$ cat config.mk
export PLATFORM = sky130hd
export DESIGN_NAME = prefix_edit_distance_check
export DESIGN_NICKNAME = d
export VERILOG_FILES = /design/src/hw/rtl/pedc_pkg.sv /design/src/hw/rtl/pedc_dp.sv /design/src/hw/rtl/pedc_ctrl.sv /design/src/hw/rtl/prefix_edit_distance_check.sv
export VERILOG_INCLUDE_DIRS = /design/src /design/src/hw/rtl
export SDC_FILE = /design/constraint.sdc
export NUM_CORES = 2
export LEC_CHECK = 0
export BUFFER_PORTS_ARGS = -buffer_cell sky130_fd_sc_hd__buf_4
export CORE_UTILIZATION = 45
export CTS_CLUSTER_SIZE = 14
export DETAILED_ROUTE_END_ITERATION = 16
export PLACE_DENSITY = 0.66
export SETUP_SLACK_MARGIN = 0.1
export SYNTH_ARGS = -nofsm -noshare
export SYNTH_HDL_FRONTEND = slang
export SYNTH_SLANG_ARGS = --single-unit
$ cat constraint.sdc
create_clock -name clk -period 29 [get_ports clk]
set_input_delay 2.9 -clock clk [delete_from_list [all_inputs] [get_ports clk]]
set_output_delay 2.9 -clock clk [all_outputs]
set_load 0.005 [all_outputs]
$ cat src/hw/rtl/prefix_edit_distance_check_defines.svh
// Assertion macros used by the prefix edit distance check top level.
`ifndef PREFIX_EDIT_DISTANCE_CHECK_DEFINES_SVH
`define PREFIX_EDIT_DISTANCE_CHECK_DEFINES_SVH

// Consequent must hold in the same cycle as the antecedent.
`define PEDC_AST_NOW(lbl, ante, cons, msg) \
	lbl: assert property (@(posedge clk) disable iff (!arst_n) (ante) |-> (cons)) \
		else $error(msg);

// Consequent must hold in the cycle after the antecedent.
`define PEDC_AST_NEXT(lbl, ante, cons, msg) \
	lbl: assert property (@(posedge clk) disable iff (!arst_n) (ante) |=> (cons)) \
		else $error(msg);

`endif

$ cat src/hw/rtl/pedc_pkg.sv
// Shared types and constants of the prefix edit distance check.
package pedc_pkg;

	localparam int CHAR_W     = 16;
	localparam int DIST_W     = 6;
	localparam int DIST_MAX   = 63;
	localparam int MIN_LIMIT  = 3;
	// floor(n / 3) == (n * 171) >> 9 for every n below 256.
	localparam int DIV3_MUL   = 171;
	localparam int DIV3_SHIFT = 9;

	typedef struct packed {
		logic load;     // a character pair transaction is taken
		logic start;    // the taken pair is the last one
		logic step;     // compute one anti-diagonal
		logic capture;  // register the result
	} pedc_cmd_t;

	typedef struct packed {
		logic last_step;
		logic no_steps;
	} pedc_stat_t;

endpackage

$ cat src/hw/rtl/pedc_dp.sv
// Datapath: word stores, anti-diagonal cell row and result registers.
module pedc_dp import pedc_pkg::*; #(
	parameter int MAX_LEN   = 32,
	parameter int CHAR_BITS = 16
) (
	input  logic              clk,
	input  logic              arst_n,
	input  pedc_cmd_t         cmd,
	input  logic [CHAR_W-1:0] char_a,
	input  logic              has_a,
	input  logic [CHAR_W-1:0] char_b,
	input  logic              has_b,
	output pedc_stat_t        stat,
	output logic              similar,
	output logic [DIST_W-1:0] distance,
	output logic              too_long
);

	localparam int STORE_W = (CHAR_BITS < CHAR_W) ? CHAR_BITS : CHAR_W;
	localparam int LW      = $clog2(MAX_LEN + 1);
	localparam int IW      = $clog2(MAX_LEN);
	localparam int KW      = LW + 1;
	localparam int PW      = LW + 8;

	logic [LW-1:0]      len_a_q, len_b_q;
	logic               end_a_q, end_b_q, cut_q;
	logic [KW-1:0]      k_q;
	logic [STORE_W-1:0] fw_q [MAX_LEN];
	logic [STORE_W-1:0] sw_q [MAX_LEN];
	logic [STORE_W-1:0] fa_q [MAX_LEN];
	logic [LW-1:0]      d1_q [MAX_LEN];
	logic [LW-1:0]      d2_q [MAX_LEN];
	logic [LW-1:0]      cell_new [MAX_LEN];

	logic               full_a, full_b, put_a, put_b;
	logic [LW-1:0]      len_m;
	logic [KW-1:0]      total;
	logic [LW-1:0]      dist_full;
	logic [PW-1:0]      prod;
	logic [LW-1:0]      lim_raw, limit;

	logic               similar_q, too_long_q;
	logic [DIST_W-1:0]  distance_q;

	assign full_a = (len_a_q == LW'(MAX_LEN));
	assign full_b = (len_b_q == LW'(MAX_LEN));
	assign put_a  = cmd.load && !end_a_q && has_a && !full_a;
	assign put_b  = cmd.load && !end_b_q && has_b && !full_b;

	// The second word is cut to the length of the first.
	assign len_m = (len_b_q < len_a_q) ? len_b_q : len_a_q;
	assign total = KW'(len_a_q) + KW'(len_m);

	assign stat.last_step = (k_q == total);
	assign stat.no_steps  = (total == '0);

	always_ff @(posedge clk or negedge arst_n) begin
		if (!arst_n) begin
			len_a_q <= '0;
			len_b_q <= '0;
			end_a_q <= 1'b0;
			end_b_q <= 1'b0;
			cut_q   <= 1'b0;
			k_q     <= '0;
		end else begin
			if (cmd.capture) begin
				len_a_q <= '0;
				len_b_q <= '0;
				end_a_q <= 1'b0;
				end_b_q <= 1'b0;
				cut_q   <= 1'b0;
			end else if (cmd.load) begin
				if (!end_a_q) begin
					if (!has_a) begin
						end_a_q <= 1'b1;
					end else if (full_a) begin
						cut_q <= 1'b1;
					end else begin
						len_a_q <= len_a_q + LW'(1);
					end
				end
				if (!end_b_q) begin
					if (!has_b) begin
						end_b_q <= 1'b1;
					end else if (full_b) begin
						cut_q <= 1'b1;
					end else begin
						len_b_q <= len_b_q + LW'(1);
					end
				end
			end
			if (cmd.start) begin
				k_q <= KW'(1);
			end else if (cmd.step) begin
				k_q <= k_q + KW'(1);
			end
		end
	end

	// Cell c holds column j = c + 1. On diagonal k it computes row i = k - j,
	// reading the two previous diagonals. The first word streams through fa_q
	// so that every cell sees its own character at a fixed place.
	for (genvar c = 0; c < MAX_LEN; c++) begin : g_cell
		logic [LW-1:0] left1, left2;
		logic [LW:0]   s_up, s_left, s_diag, m1, mn;
		logic          cost, top;

		if (c == 0) begin : g_edge
			assign left1 = LW'(k_q - KW'(1));
			assign left2 = LW'(k_q - KW'(2));
		end else begin : g_inner
			assign left1 = d1_q[c-1];
			assign left2 = d2_q[c-1];
		end

		assign cost   = (fa_q[c] != sw_q[c]);
		assign top    = (k_q == KW'(c + 1));
		assign s_up   = {1'b0, d1_q[c]} + (LW+1)'(1);
		assign s_left = {1'b0, left1} + (LW+1)'(1);
		assign s_diag = {1'b0, left2} + (LW+1)'(cost);
		assign m1     = (s_up < s_left) ? s_up : s_left;
		assign mn     = (m1 < s_diag) ? m1 : s_diag;
		assign cell_new[c] = top ? LW'(c + 1) : mn[LW-1:0];
	end

	always_ff @(posedge clk) begin
		if (cmd.load) begin
			if (put_a) begin
				fw_q[len_a_q[IW-1:0]] <= char_a[STORE_W-1:0];
			end
			if (put_b) begin
				sw_q[len_b_q[IW-1:0]] <= char_b[STORE_W-1:0];
			end
		end else if (cmd.step) begin
			fa_q[0] <= fw_q[0];
			for (int c = 1; c < MAX_LEN; c++) begin
				fa_q[c] <= fa_q[c-1];
			end
			for (int c = 0; c < MAX_LEN - 1; c++) begin
				fw_q[c] <= fw_q[c+1];
			end
			for (int c = 0; c < MAX_LEN; c++) begin
				d1_q[c] <= cell_new[c];
				d2_q[c] <= d1_q[c];
			end
		end
	end

	// With an empty second word the distance is the first word's length.
	assign dist_full = (len_m == '0) ? len_a_q : d1_q[IW'(len_m - LW'(1))];
	assign prod      = PW'(len_a_q) * PW'(DIV3_MUL);
	assign lim_raw   = LW'(prod >> DIV3_SHIFT);
	assign limit     = (lim_raw < LW'(MIN_LIMIT)) ? LW'(MIN_LIMIT) : lim_raw;

	always_ff @(posedge clk) begin
		if (cmd.capture) begin
			similar_q  <= (dist_full <= limit);
			too_long_q <= cut_q;
			if (32'(dist_full) > DIST_MAX) begin
				distance_q <= DIST_W'(DIST_MAX);
			end else begin
				distance_q <= DIST_W'(dist_full);
			end
		end
	end

	assign similar  = similar_q;
	assign distance = distance_q;
	assign too_long = too_long_q;

endmodule

$ cat src/hw/rtl/pedc_ctrl.sv
// Controller: load, compute and finish sequencing with the output handshake.
module pedc_ctrl import pedc_pkg::*; (
	input  logic       clk,
	input  logic       arst_n,
	input  logic       item_valid,
	input  logic       last_pair,
	input  logic       result_stall,
	input  pedc_stat_t stat,
	output logic       item_stall,
	output logic       result_valid,
	output pedc_cmd_t  cmd
);

	typedef enum logic [1:0] {
		S_LOAD,
		S_CALC,
		S_FINISH
	} state_t;

	state_t state_q;
	logic   result_valid_q;

	always_comb begin
		cmd         = '0;
		cmd.load    = (state_q == S_LOAD) && item_valid;
		cmd.start   = cmd.load && last_pair;
		cmd.step    = (state_q == S_CALC) && !stat.no_steps;
		// The result register is written only when it is empty or being taken.
		cmd.capture = (state_q == S_FINISH) && (!result_valid_q || !result_stall);
	end

	assign item_stall   = (state_q != S_LOAD);
	assign result_valid = result_valid_q;

	always_ff @(posedge clk or negedge arst_n) begin
		if (!arst_n) begin
			state_q        <= S_LOAD;
			result_valid_q <= 1'b0;
		end else begin
			case (state_q)
				S_LOAD: begin
					if (cmd.start) begin
						state_q <= S_CALC;
					end
				end
				S_CALC: begin
					if (stat.no_steps || stat.last_step) begin
						state_q <= S_FINISH;
					end
				end
				S_FINISH: begin
					if (cmd.capture) begin
						state_q <= S_LOAD;
					end
				end
				default: begin
					state_q <= S_LOAD;
				end
			endcase
			if (cmd.capture) begin
				result_valid_q <= 1'b1;
			end else if (!result_stall) begin
				result_valid_q <= 1'b0;
			end
		end
	end

endmodule

$ cat src/hw/rtl/prefix_edit_distance_check.sv
// Load one character pair per cycle while item_stall is low; when the last pair arrives,
// the word pair is scored on a row of MAX_LEN cells, one anti-diagonal of the distance
// table per cycle, over n + m anti-diagonals (n, m: the first word's length and the cut
// second word's length; none when the first word is empty). The result is then captured
// once the output register is free. The next word pair loads while a result waits.
// Reset clears the sequencer, lengths and flags; the word stores are not cleared.
`include "prefix_edit_distance_check_defines.svh"

module prefix_edit_distance_check import pedc_pkg::*; #(
	parameter int MAX_LEN   = 32,
	parameter int CHAR_BITS = 16
) (
	input  logic              clk,
	input  logic              arst_n,
	input  logic              item_valid,
	output logic              item_stall,
	input  logic [CHAR_W-1:0] char_a,
	input  logic              has_a,
	input  logic [CHAR_W-1:0] char_b,
	input  logic              has_b,
	input  logic              last_pair,
	output logic              result_valid,
	input  logic              result_stall,
	output logic              similar,
	output logic [DIST_W-1:0] distance,
	output logic              too_long
);

	pedc_cmd_t  cmd;
	pedc_stat_t stat;

	pedc_ctrl u_ctrl (
		.clk          (clk),
		.arst_n       (arst_n),
		.item_valid   (item_valid),
		.last_pair    (last_pair),
		.result_stall (result_stall),
		.stat         (stat),
		.item_stall   (item_stall),
		.result_valid (result_valid),
		.cmd          (cmd)
	);

	pedc_dp #(
		.MAX_LEN   (MAX_LEN),
		.CHAR_BITS (CHAR_BITS)
	) u_dp (
		.clk      (clk),
		.arst_n   (arst_n),
		.cmd      (cmd),
		.char_a   (char_a),
		.has_a    (has_a),
		.char_b   (char_b),
		.has_b    (has_b),
		.stat     (stat),
		.similar  (similar),
		.distance (distance),
		.too_long (too_long)
	);

	`PEDC_AST_NOW(a_no_overwrite, cmd.capture, !result_valid || !result_stall, "result overwritten")
	`PEDC_AST_NEXT(a_capture_shows, cmd.capture, result_valid, "captured result not presented")
	`PEDC_AST_NOW(a_no_load_in_calc, cmd.step, item_stall && !cmd.load, "transaction taken during compute")
	`PEDC_AST_NOW(a_small_is_similar, result_valid && (distance <= 6'd3), similar, "threshold floor broken")

endmodule

==> results.yml <==
run_status:
  status: "completed"
placed_design:
  gp_congestion: 0.903
  hpwlAfterDp_mm: 149
  place_ws_ns: 20.49
  io_buffers: 48
grt:
  antenna_found_initial: 5
  grt_pass1_vias: 54400
  grt_pass1_wl_mm: 333
  grt_usage: 0.206
  grt-ovfl-total: 0
  grt_max_degree: 257
routing:
  drt_iter0_markers: 4800
  vias_per_cell: 5.55
  ant_nets: 0
  wirelength_mm: 218
  first_pass_iters: 5
  routedWlPerCell_um: 22.0
  dr_total_vias: 54900
  drc: 0
timing:
  fin_ws_ns: 20.58
  tightest_slew_ns: 1.33
  max_freq_ghz: 0.119
  relSlewSlack: 0.110
  final.setup.tns_ns: 0
  skew_ns: 0.0841
  grt_setup_unrepaired: "false"
  setup_viol: 0
  period_share: 0.290
  fin_crit_ns: 8.42
  finalHoldViolCount: 0
  slew_violations: 0
clock_network:
  clk_transition_reported_paths_ns: 0.06
  post_cts_buffers: 0
  cts_tree: "done"
  hold_buffers: 0
  postCtsResizedCells: 0
  clock_latency_ns: 0.87
  cts-root-buf: "clkbuf_16"
  cts_buffer_depth: 3
  numCtsBuffers: 199
  h-tree-depth: 4
  clkSinkCount: 1947
floorplan:
  die_w_um: 458
  die_h_um: 458
  fp.dieArea_um2: 210000
  start_util: 0.453
  core_um2: 207000
  placementRows: 167
  ios: 49
final_layout:
  drive_gt1_frac: 0.0861
  post-route-util: 0.502
  syn2layout_area_growth_pct: 10.9
  layout.nets: 7516
yosys:
  synth_compound_area_frac: 0.0903
  synthArstFlopShare: 0.0128
  ys_warn_count: 0
  synth_xor_area_frac: 0.0759
  synth.distinct_cells: 80
  synth_nets: 7412
  synthMuxAreaShare: 0.0366
  synth_edf_count: 1922
  synth-adder-area-share: 0.0736
  synth_top_family_by_area: "compound AO/OA/AOI/OAI gates"
  ys_ff_latch: 1947
  synth_seq_area_share: 0.622
  synthCells: 6825
  synth.avg_cell_area_um2: 13.7
  synth-simple-area-share: 0.0812
  ys.flop_type: "edfxtp_1"
  netlist_area_um2: 93700
worst_setup_path:
  path_cells: "clkinv_1 -> ha_1 -> a21o_1 -> a31oi_4 -> o21ai_1 -> a21oi_4 -> nor2_1 -> a21oi_1 -> inv_1 -> fa_1 -> a21oi_1 -> nor2_1 -> nor2_1 -> xnor2_1 -> nor3_1 -> a31o_2 -> buf_4 -> inv_8 -> buf_12 -> buf_4 -> buf_4"
  critPathRequiredTime_ns: 29.44
  worst_path_largest_cell_delay_ns: 0.95
  cp.buffers_inverters: 7
  crit_arrival_ns: 8.86
  crit_type: "reg2reg"
  cp_max_fo: 194
  cp_slowest_cell: "buf_4"
  crit_family: "buffers and inverters"
  cp-start-kind: "register"
  worstSetupEndpointType: "register"
run:
  maxCapViolations: 0
worst_hold_path:
  min-delay-path-class: "reg2reg"
[worst paths after layout]
kind / from / slack [ns] / to / cells after the start
setup reg to reg: u_dp.len_a_q[2] / 20.58 / u_dp.d2_q[1][74] / 21
setup / recovery: u_dp.len_a_q[2] / 20.58 / u_dp.d2_q[1][74] / 21
hold reg to reg: u_dp.fw_q[0][3] / 0.42 / u_dp.fa_q[0][3] / 0
hold / removal: u_dp.fw_q[0][3] / 0.42 / u_dp.fa_q[0][3] / 0
max in group asynchronous: arst_n / 26.59 / u_dp.k_q[1] / 1
min in group asynchronous: arst_n / 2.00 / u_dp.k_q[6] / 1
[final cells by class]
cell class	count	area [um^2]
Tap cell	2788	3490
Clock buffer	246	5260
Inverter	261	990
Antenna cell	5	12.5
Clock inverter	122	1320
Multi-Input combinational cell	4388	33600
Timing Repair Buffer	132	1030
Fill cell	17200	103000
Sequential cell	1947	58300
[worst register-to-register path: stages (launching register included)]
cell      delay, ns
dfrtp_1        0.58
clkinv_1       0.38
ha_1           0.43
a21o_1         0.22
a31oi_4        0.33
o21ai_1        0.18
a21oi_4        0.34
nor2_1         0.08
a21oi_1        0.27
inv_1          0.13
fa_1           0.44
a21oi_1        0.15
nor2_1         0.06
nor2_1         0.16
xnor2_1        0.18
nor3_1         0.09
a31o_2         0.25
buf_4          0.28
inv_8          0.68
buf_12         0.71
buf_4          0.94
buf_4          1.02
[placed cells by master, fill, tap and decap left out, drive strengths merged, types with 21 or more instances in the layout]
master,count
clkinv,89
nand2b,89
nand4,70
nor2b,21
buf,132
and2,42
nand3,325
o211ai,35
dfrtp,25
or2,106
nand2,335
nor2,267
nor4,131
a21o,652
mux4,41
xnor2,126
a21oi,176
ha,542
clkbuf,246
edfxtp,1922
xor2,686
o2111a,21
inv,269
mux2i,243
and3,95
o21ai,211
a311oi,35
[stage by stage]
stage	hold WS, ns	instance area, um^2	std cells
4_1_cts	0.420	104000	9883
5_1_grt	0.429	104000	9885
6_report	0.417	104000	9889
3_5_place_dp	0.405	97400	9515
3_3_place_gp	0.402	97400	9515
2_1_floorplan	0.400	93700	6825
[synth_stat cells (8+ instances only)]
master / number / area share
edfxtp_1: 1922 / 0.62
xor2_1: 686 / 0.064
a21o_1: 652 / 0.052
ha_1: 542 / 0.072
nand2_1: 333 / 0.013
nand3_1: 325 / 0.017
nor2_1: 267 / 0.011
inv_1: 257 / 0.010
mux2i_1: 243 / 0.026
o21ai_0: 193 / 0.010
a21oi_1: 174 / 0.0093
clkbuf_1: 169 / 0.0068
nor4_1: 130 / 0.0087
xnor2_1: 126 / 0.012
or2_2: 106 / 0.0071
and3_1: 95 / 0.0063
nand2b_1: 88 / 0.0059
nand4_1: 70 / 0.0047
buf_1: 50 / 0.0020
mux4_2: 41 / 0.0098
and2_1: 36 / 0.0024
a311oi_1: 35 / 0.0033
o211ai_1: 35 / 0.0028
dfrtp_1: 25 / 0.0067
nor2b_1: 21 / 0.0014
o2111a_1: 21 / 0.0025
a211oi_1: 19 / 0.0015
o21ai_1: 18 / 0.00096
o211a_1: 12 / 0.0013
nor3_1: 10 / 0.00053
a211o_1: 8 / 0.00075
[cell families (layout without fill, tap and decap cells)]
logic type	Yosys count	in the layout
buffers and inverters	490	761
adder cells (fa/ha/maj)	548	548
multiplexers	291	291
XOR/XNOR	812	812
other	0	5
AND/OR/NAND/NOR	1515	1515
AO/OA/AOI/OAI	1222	1222
flip-flops	1947	1947
[per-layer routing]
| layer | GRT usage | wire length (um) | vias up |
|---|---|---|---|
| met1 | 0.279 | 95400 | 27500 |
| met2 | 0.349 | 107000 | 1370 |
| met4 | 0.0510 | 4490 | 0 |
| met5 | 0 | 0 | - |
| met3 | 0.0292 | 11000 | 273 |
| li1 | - | - | 25700 |
[registers in the layout (all words and copies together), names as in the netlist, 2 cells and up]
| name | flops |
|---|---|
| u_dp.fa_q | 512 |
| u_dp.fw_q | 512 |
| u_dp.sw_q | 512 |
| u_dp.d1_q | 192 |
| u_dp.d2_q | 186 |
| u_dp.k_q | 7 |
| u_dp.distance | 6 |
| u_dp.len_a_q | 6 |
| u_dp.len_b_q | 6 |
| u_ctrl.state_q | 2 |
Power is left out: the tool's default activity adds up to more than one toggle a clock period on the data nets, which glitch-free logic cannot reach.
